File: src/hdl/tcc_isqrt.sv
// Pipelined floor square root, one result bit per stage.
// Depends on nothing.
module tcc_isqrt #(
    parameter int RW = 24
) (
    input  logic            i_clk,
    input  logic            i_en,
    input  logic [2*RW-1:0] i_n,
    output logic [RW-1:0]   o_root
);

    localparam int RMW = RW + 2;

    logic [2*RW-1:0] r_n    [RW];
    logic [RMW-1:0]  r_rem  [RW];
    logic [RW-1:0]   r_root [RW];

    genvar k;
    generate
        for (k = 0; k < RW; k++) begin : g_stage
            logic [2*RW-1:0] pn;
            logic [RMW-1:0]  prem;
            logic [RW-1:0]   proot;
            logic [RMW-1:0]  rem_sh;
            logic [RMW-1:0]  trial;

            if (k == 0) begin : g_first
                assign pn    = i_n;
                assign prem  = '0;
                assign proot = '0;
            end else begin : g_next
                assign pn    = r_n[k-1];
                assign prem  = r_rem[k-1];
                assign proot = r_root[k-1];
            end

            // bring down the next bit pair, try root*4+1
            assign rem_sh = {prem[RMW-3:0], pn[2*RW-1:2*RW-2]};
            assign trial  = {proot, 2'b01};

            always_ff @(posedge i_clk) begin
                if (i_en) begin
                    r_n[k] <= {pn[2*RW-3:0], 2'b00};
                    if (rem_sh >= trial) begin
                        r_rem[k]  <= rem_sh - trial;
                        r_root[k] <= {proot[RW-2:0], 1'b1};
                    end else begin
                        r_rem[k]  <= rem_sh;
                        r_root[k] <= {proot[RW-2:0], 1'b0};
                    end
                end
            end
        end
    endgenerate

    assign o_root = r_root[RW-1];

endmodule

File: config.mk
export PLATFORM = sky130hd
export DESIGN_NAME = tcc_isqrt
export DESIGN_NICKNAME = d
export VERILOG_FILES = /design/src/hdl/tcc_isqrt.sv
export SDC_FILE = /design/constraint.sdc
export NUM_CORES = 2
export LEC_CHECK = 0
export BUFFER_PORTS_ARGS = -buffer_cell sky130_fd_sc_hd__buf_4
export CORE_UTILIZATION = 50
export CTS_CLUSTER_DIAMETER = 120
export DETAILED_ROUTE_END_ITERATION = 12
export PLACE_DENSITY = 0.65
export SLEW_MARGIN = 20
export SYNTH_ARGS = -nofsm -noshare
export SYNTH_HDL_FRONTEND = slang
export SYNTH_SLANG_ARGS = --single-unit
export TNS_END_PERCENT = 5
File: constraint.sdc
create_clock -name i_clk -period 4.9 [get_ports i_clk]
set_input_delay 0.49 -clock i_clk [delete_from_list [all_inputs] [get_ports i_clk]]
set_output_delay 0.49 -clock i_clk [all_outputs]
set_load 0.02 [all_outputs]
# After elaboration in Yosys (flattened, before gate mapping)
# Memory sizes are Yosys's and may differ from the RTL's.
# Cells that the tools add are included.
# op_classes
bitwise_logic	48
muxes	194
addsub	24
n_lt_le_gt_ge	24
# ops
op	n
two-way mux 26 bit	24
>= comparator 26 bit	23
subtractor 26 bit	23
two-way mux 24 bit	24
two-way mux 1 bit	146
OR 1 bit	48
subtractor 2 x 1 -> 3 bit (second input constant)	1
>= comparator 2 x 1 -> 1 bit (second input constant)	1
# totals
mem_count	3
word_cells	293
mem_bits_rw	2304
regBits	0
out_inout_bits	24
input_bits	50
# mem_list
name	words	word_bits	rd	rd_clocked_by_memory_dff	wr	line_no	text
r_n	24	46	23	0	24	14	logic [2*RW-1:0] r_n [RW];
r_rem	24	26	23	0	24	15	logic [RMW-1:0] r_rem [RW];
r_root	24	24	24	0	24	16	logic [RW-1:0] r_root [RW];

# Longest topological paths before layout
# An unclocked memory read counts as a cell.
# depth
ltp_word	6
mapped_depth	12

# Least setup slack after synthesis
# No wires, ideal clock.
# synth_timing
kind	flip-flop to flip-flop
from	mem r_rem[2][52] in the netlist's numbering
to	mem r_rem[2][92] in the netlist's numbering, data pin
stages_incl_launch_ff	11
setup_ns	0.260
t_required_ns	4.640
path_slack_ns	1.833
path_buffers	1
synth_period_minus_slack_ns	3.067
t_arrival_ns	2.807
cell_sequence	edfxtp_1 > ha_1 > nor2b_1 > o31a_1 > nor4_1 > nor3_1 > o311ai_2 > a211oi_1 > nor2_1 > buf_2 > mux2_2
# synth_lines
element	line_no
start, declared	15

==> results.tsv <==
metric	value	unit
status	completed	
grt_overflow	0	
clock_skew	0.0213	ns
fmax	251	MHz
final_hold_viol_count	0	
start_util	0.507	
arrival	4.48	ns
drc	0	
timing_worst_setup_path_type	reg -> reg	
ir_drop	322	uV
port-buffer-count	73	
synth-edff-count	1373	
power_density	460	nW/um^2
synth.distinct_cells	93	
grt_max_degree	170	
syn_area_per_cell	13.0	sq um
cts-root-buf	clkbuf_16	
tightest_slew	1.06	ns
postSynthCellCount	4921	
power.total	33.1	mW
antenna_found_initial	0	
syn-cell-area	64000	sq um
nets	5504	
row_count	130	
post-route-min-period	3.98	ns
final_util	0.569	
post_cts_buffers	0	
die-area	129000	sq um
cts_sinks	1374	
place_area	66700	sq um
holdBufCountCts	46	
layout_common_cells	edfxtp_1, inv_1, nand2_1, ha_1, o21ai_0	
ant_nets	0	
finalSetupViolations	0	
clk_latency	0.75	ns
n_antenna_cell	0	
io_pins	74	
path_clk_slew	0.06	ns
yosysWarnings	0	
hold_ws	0.0717	ns
grt_pass1_vias	36700	
core_region_area	126000	sq um
wl_per_cell	17.3	um
hpwl	83.9	mm
p_leak	27.2	nW
drive_gt1_frac	0.0845	
clockBufferDepth	3	
synth-main-ff-cell	edfxtp_1	
via_per_inst	5.45	
grt_pass1_wl	193	mm
dr.pass1.iters	6	
syn_nets	5297	
layout.cells.most_common	edfxtp_1	
cap_violations	0	
startpoint_type	flip-flop	
vias	37600	
timing.final.crit_share	0.813	
timing.slew.headroom	0.293	
ys_ff_latch	1374	
grt_usage	0.184	
cp-end-kind	flip-flop	
rsz0062_at_grt	no	
ctsResizeCount	0	
maxSlewViolCount	0	
fp.dieH	360	um
cp_max_fo	15	
async_flop_share	0	
tns	0	ns
cts_made_buffers	150	
fp.dieW	360	um
drtIter0Drc	2495	
drt_wl_total	119	mm
cts_max_level	4	
yosysSeqAreaShare	0.644	
hold_class	in -> reg	
area_delta_synth_final	12.3	%
final_area	71900	sq um
cts_tree	yes	
cp.required	5.40	ns
place_congestion	0.866	
[area by class of cell]
cell class	instances	area (sq um)
fillers	10300	54400
flip-flops and latches	1374	41200
multi-input cells	3044	20900
clock buffers	174	3890
well taps	1650	2060
inverters	398	1490
repair buffers	160	1400
clock inverters	91	858
[cell families after synthesis]
group	share of synthesized area
compound gates	0.0929
fa+ha+maj	0.0637
flops	0.644
buf+inv	0.0299
xor+xnor	0.0569
mux	0.00968
simple gates	0.102
[per-stage QoR]
stage | cells | worst slack (ns)
floorplan | 4921 | 1.83
global placement | 6580 | 0.888
detailed placement | 6580 | 0.826
CTS | 6891 | 0.777
global route | 6891 | 0.659
finish | 6891 | 0.917
[worst max-delay path: stages, from the launching register on]
cell and delay [ns]:
edfxtp_1 0.40, ha_1 0.36, nor2b_1 0.16, o31a_1 0.28
nor4_1 0.36, nor3_1 0.18, o311ai_2 0.46, a211oi_1 0.21
nor2_1 0.59, buf_4 0.37, mux2_2 0.37
[power breakdown]
group | leakage, nW | switching (mW) | internal [mW]
logic | 11.6 | 3.67 | 2.80
clock network | 2.30 | 4.49 | 6.37
registers | 13.2 | 0.888 | 14.9
[routing by layer]
layer  up-vias  track usage  routed length, um
li1      18700            -                  -
met1     18000        0.250              54300
met2       726        0.303              56800
met3       221       0.0303               5030
met4         0       0.0595               2960
met5         -            0                  0
[synth_stat cells, types with 32 or more instances]
master    count  area share
edfxtp_1   1373        0.64
inv_1       397       0.023
nand2_1     368       0.022
ha_1        326       0.064
o21ai_0     287       0.022
nor2_1      266       0.016
a21oi_1     237       0.019
xnor2_1     213       0.029
xor2_1      203       0.028
nor3_1      115      0.0090
a21o_1       95       0.011
nand3_1      92      0.0072
clkbuf_1     80      0.0047
nor4_1       76      0.0074
o21a_1       66      0.0077
nand2b_1     62      0.0061
or3_1        57      0.0056
nand4_1      52      0.0051
mux2_2       47      0.0083
nor2b_1      45      0.0044
a211oi_1     34      0.0040
a31oi_1      32      0.0031
[registers in the layout, indices dropped and copies added, names as in the netlist]
name,flops
r_root,300
r_rem,522
r_n,552
[final timing paths]
| path | start | end | slack [ns] | cells after the start |
|---|---|---|---|---|
| min | i_n[47] | r_rem[0][1]$_DFFE_PP_ | 0.07 | 3 |
| min reg2reg | r_n[1][86]$_DFFE_PP_ | r_n[1][134]$_DFFE_PP_ | 0.41 | 0 |
| max | r_rem[2][52]$_DFFE_PP_ | r_rem[2][87]$_DFFE_PP_ | 0.92 | 10 |
| max reg2reg | r_rem[2][52]$_DFFE_PP_ | r_rem[2][87]$_DFFE_PP_ | 0.92 | 10 |
Note: power is estimated with default switching activity, not from simulation.
