## src/hdl/tcc_pkg.sv

```systemverilog
// Shared constants, types and the arctangent table for the tilt compensated compass.
// No dependencies.
package tcc_pkg;

    localparam int SAMPLE_WIDTH_DEF = 16;
    localparam int CORDIC_STEPS_DEF = 16;
    localparam int ATAN_LEN         = 24;
    // CORDIC vector datapath width and normalization target bit
    localparam int VEC_W            = 48;
    localparam int NORM_BIT         = 40;
    localparam int NORM_STAGES      = 6;
    // angle width: degrees scaled by 2^16
    localparam int Z_W              = 27;
    // sin/cos width, Q16
    localparam int ROT_W            = 20;
    localparam int INV_GAIN         = 39797;
    localparam int DEG180           = 180 * 65536;
    localparam int PITCH_W          = 14;
    localparam int HEAD_W           = 15;
    localparam int PITCH_LIM        = 5760;
    localparam int HEAD_LIM         = 11520;

    typedef logic signed [Z_W-1:0] t_angle;

    // round(atan(2^-i) in degrees * 2^16)
    function automatic t_angle atan_entry(input int idx);
        t_angle v;
        case (idx)
            0:  v = t_angle'(2949120);
            1:  v = t_angle'(1740967);
            2:  v = t_angle'(919879);
            3:  v = t_angle'(466945);
            4:  v = t_angle'(234379);
            5:  v = t_angle'(117304);
            6:  v = t_angle'(58666);
            7:  v = t_angle'(29335);
            8:  v = t_angle'(14668);
            9:  v = t_angle'(7334);
            10: v = t_angle'(3667);
            11: v = t_angle'(1833);
            12: v = t_angle'(917);
            13: v = t_angle'(458);
            14: v = t_angle'(229);
            15: v = t_angle'(115);
            16: v = t_angle'(57);
            17: v = t_angle'(29);
            18: v = t_angle'(14);
            19: v = t_angle'(7);
            20: v = t_angle'(4);
            21: v = t_angle'(2);
            22: v = t_angle'(1);
            default: v = '0;
        endcase
        return v;
    endfunction

    // number of micro-rotations actually used
    function automatic int steps_of(input int s);
        return (s < ATAN_LEN) ? s : ATAN_LEN;
    endfunction

endpackage

```

## src/hdl/tcc_rotate.sv

```systemverilog
// Pipelined CORDIC rotation giving cos and sin of an angle in Q16.
// Depends on tcc_pkg.
module tcc_rotate
    import tcc_pkg::*;
#(
    parameter int NST = 16
) (
    input  logic                    i_clk,
    input  logic                    i_en,
    input  t_angle                  i_z,
    output logic signed [ROT_W-1:0] o_cos,
    output logic signed [ROT_W-1:0] o_sin
);

    logic signed [ROT_W-1:0] r_x [NST];
    logic signed [ROT_W-1:0] r_y [NST];
    t_angle                  r_z [NST];

    genvar i;
    generate
        for (i = 0; i < NST; i++) begin : g_stage
            logic signed [ROT_W-1:0] px;
            logic signed [ROT_W-1:0] py;
            t_angle                  pz;
            logic signed [ROT_W-1:0] dx;
            logic signed [ROT_W-1:0] dy;

            // start from the gain-corrected unit vector
            if (i == 0) begin : g_first
                assign px = ROT_W'(INV_GAIN);
                assign py = '0;
                assign pz = i_z;
            end else begin : g_next
                assign px = r_x[i-1];
                assign py = r_y[i-1];
                assign pz = r_z[i-1];
            end

            assign dx = py >>> i;
            assign dy = px >>> i;

            always_ff @(posedge i_clk) begin
                if (i_en) begin
                    if (!pz[Z_W-1]) begin
                        r_x[i] <= px - dx;
                        r_y[i] <= py + dy;
                        r_z[i] <= pz - atan_entry(i);
                    end else begin
                        r_x[i] <= px + dx;
                        r_y[i] <= py - dy;
                        r_z[i] <= pz + atan_entry(i);
                    end
                end
            end
        end
    endgenerate

    assign o_cos = r_x[NST-1];
    assign o_sin = r_y[NST-1];

endmodule

```

## config.mk

```make
export PLATFORM = sky130hd
export DESIGN_NAME = tcc_rotate
export DESIGN_NICKNAME = d
export VERILOG_FILES = /design/src/hdl/tcc_pkg.sv /design/src/hdl/tcc_rotate.sv
export SDC_FILE = /design/constraint.sdc
export NUM_CORES = 2
export LEC_CHECK = 0
export BUFFER_PORTS_ARGS = -buffer_cell sky130_fd_sc_hd__buf_2
export CORE_UTILIZATION = 39
export CTS_CLUSTER_DIAMETER = 30
export DETAILED_ROUTE_END_ITERATION = 12
export PLACE_DENSITY = 0.54
export SKIP_CTS_REPAIR_TIMING = 1
export SLEW_MARGIN = 20
export SYNTH_ARGS = -nofsm -noshare
export SYNTH_HDL_FRONTEND = slang
export SYNTH_SLANG_ARGS = --single-unit
export TNS_END_PERCENT = 10
```

## constraint.sdc

```tcl
create_clock -name i_clk -period 5.9 [get_ports i_clk]
set_input_delay 1.475 -clock i_clk [delete_from_list [all_inputs] [get_ports i_clk]]
set_output_delay 1.475 -clock i_clk [all_outputs]
set_load 0.01 [all_outputs]
```

Word level (Yosys, flattened, before mapping). Memory sizes are Yosys's and may differ from the RTL's. Cells that the tools add are included.

Flip-flop bits (word level): 0. Bits in writable memories: 1072. Output and inout port bits: 40. Logic and storage cells: 287. Memories: 3.

Add/subtract/negate cells: 92. Muxes and demuxes: 144. Bitwise logic cells: 48.

Memories: r_z (words 16, bits a word 27, read ports 15, clocked after memory_dff 0, wr ports 16, line tcc_rotate.sv:17) `t_angle r_z [NST];`; r_x (words 16, bits a word 20, read ports 16, clocked after memory_dff 0, wr ports 16, line tcc_rotate.sv:15) `logic signed [ROT_W-1:0] r_x [NST];`; r_y (words 16, bits a word 20, read ports 16, clocked after memory_dff 0, wr ports 16, line tcc_rotate.sv:16) `logic signed [ROT_W-1:0] r_y [NST];`.

Operators with widths (count): $mux W20 (32); $mux W27 (16); $mux W1 (96); $or A1 B1 Y1 (48); $add A20 B10 Y20 (2); $add A20 B11 Y20 (2); $add A20 B12 Y20 (2); $add A20 B13 Y20 (2); $add A20 B14 Y20 (2); $add A20 B15 Y20 (2); $add A20 B16 Y20 (2); $add A20 B17 Y20 (2); $add A20 B18 Y20 (2); $add A20 B19 Y20 (2); $add A20 B5 Y20 (2); $add A20 B6 Y20 (2); $add A20 B7 Y20 (2); $add A20 B8 Y20 (2); $add A20 B9 Y20 (2); $sub A20 B10 Y20 (2); $sub A20 B11 Y20 (2); $sub A20 B12 Y20 (2); $sub A20 B13 Y20 (2); $sub A20 B14 Y20 (2); other kinds (42) (52).

Depth between registers and ports, before layout. An unclocked memory read counts as a cell.

Word-level depth: 5. Depth in mapped cells: 18.

Worst setup path before layout. Ideal clock, no wire load.

Path kind: input to register. From: in i_en. To: mem r_z[0][50] (netlist name), data pin. Setup time: 0.158 ns. Data arrival time: 5.286 ns. Data required time: 5.742 ns. Setup slack: 0.456 ns. Stages on the path: 14. Cells stage by stage: clkbuf_1 -> nand2_1 -> clkbuf_1 -> inv_1 -> ha_1 -> a21o_1 -> a21oi_1 -> o21ai_1 -> a21oi_1 -> a211o_1 -> a21oi_1 -> or4_1 -> a2111o_1 -> o211ai_1.

RTL lines: from (decl) (line tcc_rotate.sv:9) `input logic i_en,`; to (decl) (line tcc_rotate.sv:17).

==> insert_results.sql <==
INSERT INTO impl_metrics (metric_group, metric, value, unit) VALUES
('placement', 'place_worst_setup_slack', '0.4744', 'ns'),
('cells_and_area', 'final_nets', '9110', ''),
('floorplan', 'placementRows', '162', ''),
('setup_path', 'slowest_stage_cell_crit_path', 'sky130_fd_sc_hd__a222oi_1', ''),
('clock_network', 'ctsLongestPathBuffers', '4', ''),
('setup_path', 'required', '6.47', 'ns'),
('synthesis', 'area_fraction_in_and_or_nand_and_nor_cells_after_synthesis', '12.68', '%'),
('synthesis', 'synth-edff-count', '975', ''),
('synthesis', 'synth-xor-area-share', '11.58', '%'),
('min_path', 'worst_hold_path_type', 'reg2reg', ''),
('setup_path', 'crit_path_max_incr_delay', '0.48', 'ns'),
('synthesis', 'synth-compound-area-share', '18.24', '%'),
('synthesis', 'ff_latch_count_synth', '975', ''),
('grt', 'grt_first_pass_wirelength', '287800', 'µm'),
('synthesis', 'synth_top_family_by_area', 'compound AO/OA/AOI/OAI gates', ''),
('grt', 'grt_overflow', '0', ''),
('grt', 'antenna_found_initial', '0', ''),
('synthesis', 'synthFlopType', 'sky130_fd_sc_hd__edfxtp_1', ''),
('timing', 'layout_setup_ws', '1.326', 'ns'),
('cells_and_area', 'flow.area_growth_from_synthesis', '16.66', '%'),
('synthesis', 'syn-cell-area', '0.07719', 'mm²'),
('clock_network', 'numClockSinks', '975', ''),
('timing', 'clock-skew-final', '0.07724', 'ns'),
('status', 'run_status', 'finished clean', ''),
('setup_path', 'critical_path_class', 'in2reg', ''),
('timing', 'max-slew-margin-rel', '25.74', '%'),
('grt', 'grt_pass1_vias', '57356', ''),
('setup_path', 'cells_along_the_critical_path', 'buf_8 -> nand2_1 -> inv_2 -> ha_1 -> nor2b_1 -> o31a_1 -> o221a_2 -> a311o_1 -> a41oi_2 -> a21oi_2 -> a222oi_1 -> a31oi_1 -> xnor2_1', ''),
('timing', 'post_layout_min_period', '4.574', 'ns'),
('floorplan', 'top_level_ports', '69', ''),
('cells_and_area', 'footprint_of_the_multi_input_gates', '0.04618', 'mm²'),
('floorplan', 'chipHeight', '446.9', 'µm'),
('drt', 'drt-pass1-iter-count', '5', ''),
('timing', 'finalCritPeriodShare', '77.53', '%'),
('clock_network', 'ctsRootBufferMaster', 'sky130_fd_sc_hd__clkbuf_16', ''),
('synthesis', 'postSynthCellCount', '7754', ''),
('timing', 'tightest_slew', '1.104', 'ns'),
('grt', 'grt_max_degree', '82', ''),
('drt', 'dr_total_vias', '57941', ''),
('flow_run', 'timing.max_cap.violations', '0', ''),
('timing', 'report.final.setup_viol', '0', ''),
('drt', 'routed_wirelength', '176400', 'µm'),
('clock_network', 'tritoncts', 'yes', ''),
('synthesis', 'synth.mux.area_fraction', '0.5997', '%'),
('setup_path', 'critPathLaunchType', 'input port', ''),
('floorplan', 'floorplan.initialDensity', '39.42', '%'),
('setup_path', 'worstSetupEndpointType', 'flop', ''),
('clock_network', 'cts-htree-levels', '5', ''),
('timing', 'unrepaired_setup_endpoints_after_global_routing', 'no', ''),
('drt', 'route.detailed.wl_per_inst', '16.18', 'µm'),
('setup_path', 'crit_arrival', '5.15', 'ns'),
('setup_path', 'critPathMaxFanout', '22', ''),
('floorplan', 'die_area', '0.1997', 'mm²'),
('placement', 'port_buffers', '68', ''),
('drt', 'total_drc_errors_in_the_routed_layout', '0', ''),
('clock_network', 'insertion_delay', '0.88', 'ns'),
('floorplan', 'placeableCoreArea', '0.1958', 'mm²'),
('cells_and_area', 'drive_above_1_share', '7.745', '%'),
('cells_and_area', 'fill_cells', '18453', ''),
('timing', 'maxClockFrequency', '218.6', 'MHz'),
('synthesis', 'synth_cell_type_count', '90', ''),
('timing', 'tns', '0', 'ns'),
('grt', 'grt_use_total', '17.54', '%'),
('synthesis', 'synth-seq-area-share', '37.93', '%'),
('timing', 'hold_ws', '0.4004', 'ns'),
('synthesis', 'synthArstFlopShare', '0', '%'),
('placement', 'place.detailed.hpwl', '137700', 'µm'),
('floorplan', 'die_width', '446.9', 'µm'),
('timing', 'number_of_hold_violations_in_the_final_report', '0', ''),
('clock_network', 'number_of_clock_buffers_inserted_by_tritoncts', '282', ''),
('synthesis', 'synth.avg_cell_area', '9.955', 'µm²'),
('drt', 'routed_via_density', '5.316', ''),
('timing', 'timing_max_transition_violations_final', '0', ''),
('clock_network', 'post_cts_clock_slew_at_the_launch_and_capture_registers_of_the_worst_setup_and_hold_paths', '0.04', 'ns'),
('synthesis', 'yosysWarningCount', '0', ''),
('cells_and_area', 'antenna_cells', '0', ''),
('placement', 'routability_driven_placement_congestion_ratio', '0.8542', ''),
('cells_and_area', 'finalCoreUtilization', '45.99', '%'),
('drt', 'route.antenna.remaining_nets', '0', ''),
('drt', 'drtIter0Drc', '2867', ''),
('synthesis', 'adder_and_majority_gate_portion_of_the_synthesized_area', '16.70', '%'),
('cells_and_area', 'final-seq-area', '0.02928', 'mm²');
-- worst max-delay path, delay by kind of cell --
family          cells  cell delay, ns
compound gates      7            2.01
fa+ha+maj           1            0.35
simple gates        2            0.49
xor+xnor            1            0.16
buf+inv             2            0.64
-- path summary, 6_finish.rpt --
check / from / to / depth (start not counted) / slack (ns)
setup / recovery: i_en / r_z[0][215]$_DFFE_PP_ / 13 / 1.33
hold / removal: r_z[0][190]$_DFFE_PP_ / r_z[1][1]$_DFFE_PP_ / 0 / 0.40
setup reg to reg: r_y[0][86]$_DFFE_PP_ / r_x[0][119]$_DFFE_PP_ / 14 / 1.44
hold reg to reg: r_z[0][190]$_DFFE_PP_ / r_z[1][1]$_DFFE_PP_ / 0 / 0.40
-- synth_stat cells (all sizes together), types with 16 or more instances --
| cell type | n | share of area [%] |
|---|---|---|
| a2111oi | 24 | 0.27 |
| a211o | 25 | 0.28 |
| a211oi | 75 | 0.73 |
| a21boi | 21 | 0.20 |
| a21o | 298 | 2.9 |
| a21oi | 789 | 5.1 |
| a31o | 16 | 0.18 |
| a31oi | 85 | 0.71 |
| and2 | 27 | 0.22 |
| and3 | 83 | 0.67 |
| and4 | 16 | 0.18 |
| buf | 17 | 0.084 |
| clkbuf | 88 | 0.43 |
| edfxtp | 975 | 38 |
| fa | 45 | 1.2 |
| ha | 958 | 16 |
| inv | 359 | 1.7 |
| mux2i | 35 | 0.45 |
| nand2 | 456 | 2.2 |
| nand2b | 105 | 0.85 |
| nand3 | 148 | 0.96 |
| nand3b | 24 | 0.23 |
| nand4 | 40 | 0.32 |
| nor2 | 590 | 2.9 |
| nor2b | 113 | 0.92 |
| nor3 | 206 | 1.3 |
| nor3b | 25 | 0.24 |
| nor4 | 44 | 0.36 |
| o211ai | 55 | 0.53 |
| o21a | 120 | 1.2 |
| o21ai | 362 | 2.3 |
| o21bai | 98 | 0.95 |
| o31ai | 67 | 0.66 |
| o41ai | 26 | 0.31 |
| or2 | 37 | 0.30 |
| or3 | 77 | 0.62 |
| xnor2 | 719 | 8.2 |
| xor2 | 302 | 3.4 |
-- registers in the layout, summed over array words and instances (netlist names) --
| name | flops |
|---|---|
| r_y | 299 |
| r_z | 379 |
| r_x | 297 |
-- logic make-up after synthesis --
| group | Yosys count |
|---|---|
| buffers and inverters | 466 |
| xor gates and xnor gates | 1021 |
| and+or+nand+nor | 2025 |
| adders and majority gates | 1003 |
| other | 2 |
| AOI/OAI and AO/OA | 2217 |
| DFF | 975 |
| muxes | 45 |
-- placed cells by master, fill, tap and decap left out, types with 98 or more instances in the layout --
master	synthesis	layout
sky130_fd_sc_hd__inv_1	344	344
sky130_fd_sc_hd__o21ai_0	249	249
sky130_fd_sc_hd__edfxtp_1	975	975
sky130_fd_sc_hd__nand2b_1	105	105
sky130_fd_sc_hd__o21bai_1	98	98
sky130_fd_sc_hd__a21o_1	298	298
sky130_fd_sc_hd__xor2_1	302	302
sky130_fd_sc_hd__nand3_1	148	148
sky130_fd_sc_hd__xnor2_1	719	719
sky130_fd_sc_hd__nor2b_1	113	113
sky130_fd_sc_hd__ha_1	958	958
sky130_fd_sc_hd__nor2_1	590	590
sky130_fd_sc_hd__clkbuf_16	0	287
sky130_fd_sc_hd__nor3_1	206	206
sky130_fd_sc_hd__o21a_1	120	120
sky130_fd_sc_hd__o21ai_1	113	113
sky130_fd_sc_hd__a21oi_1	788	788
sky130_fd_sc_hd__nand2_1	456	456
-- per-stage QoR --
stage,instance area [µm²],cells
floorplan,77200,7756
detailed placement,81030,10418
global placement,81030,10418
CTS,90060,10900
finish,90060,10900
global route,90060,10900
-- final cells by class --
| class | count | area share, % |
|---|---|---|
| multi-input cells | 6315 | 51.28 |
| well taps | 2624 | 3.646 |
| clock inverters | 167 | 1.927 |
| repair buffers | 143 | 1.042 |
| flip-flops and latches | 975 | 32.51 |
| clock buffers | 315 | 8.092 |
| inverters | 361 | 1.505 |
-- routing by layer --
layer | vias up | global-route usage [%] | wire (µm)
li1 | 29647 | - | -
met1 | 26964 | 21.14 | 78040
met2 | 960 | 30.98 | 86080
met3 | 370 | 2.955 | 6356
met4 | 0 | 6.773 | 5926
met5 | - | 0 | 0
Power is left out: the tool's default activity adds up to more than one toggle a clock period on the data nets, which glitch-free logic cannot reach.
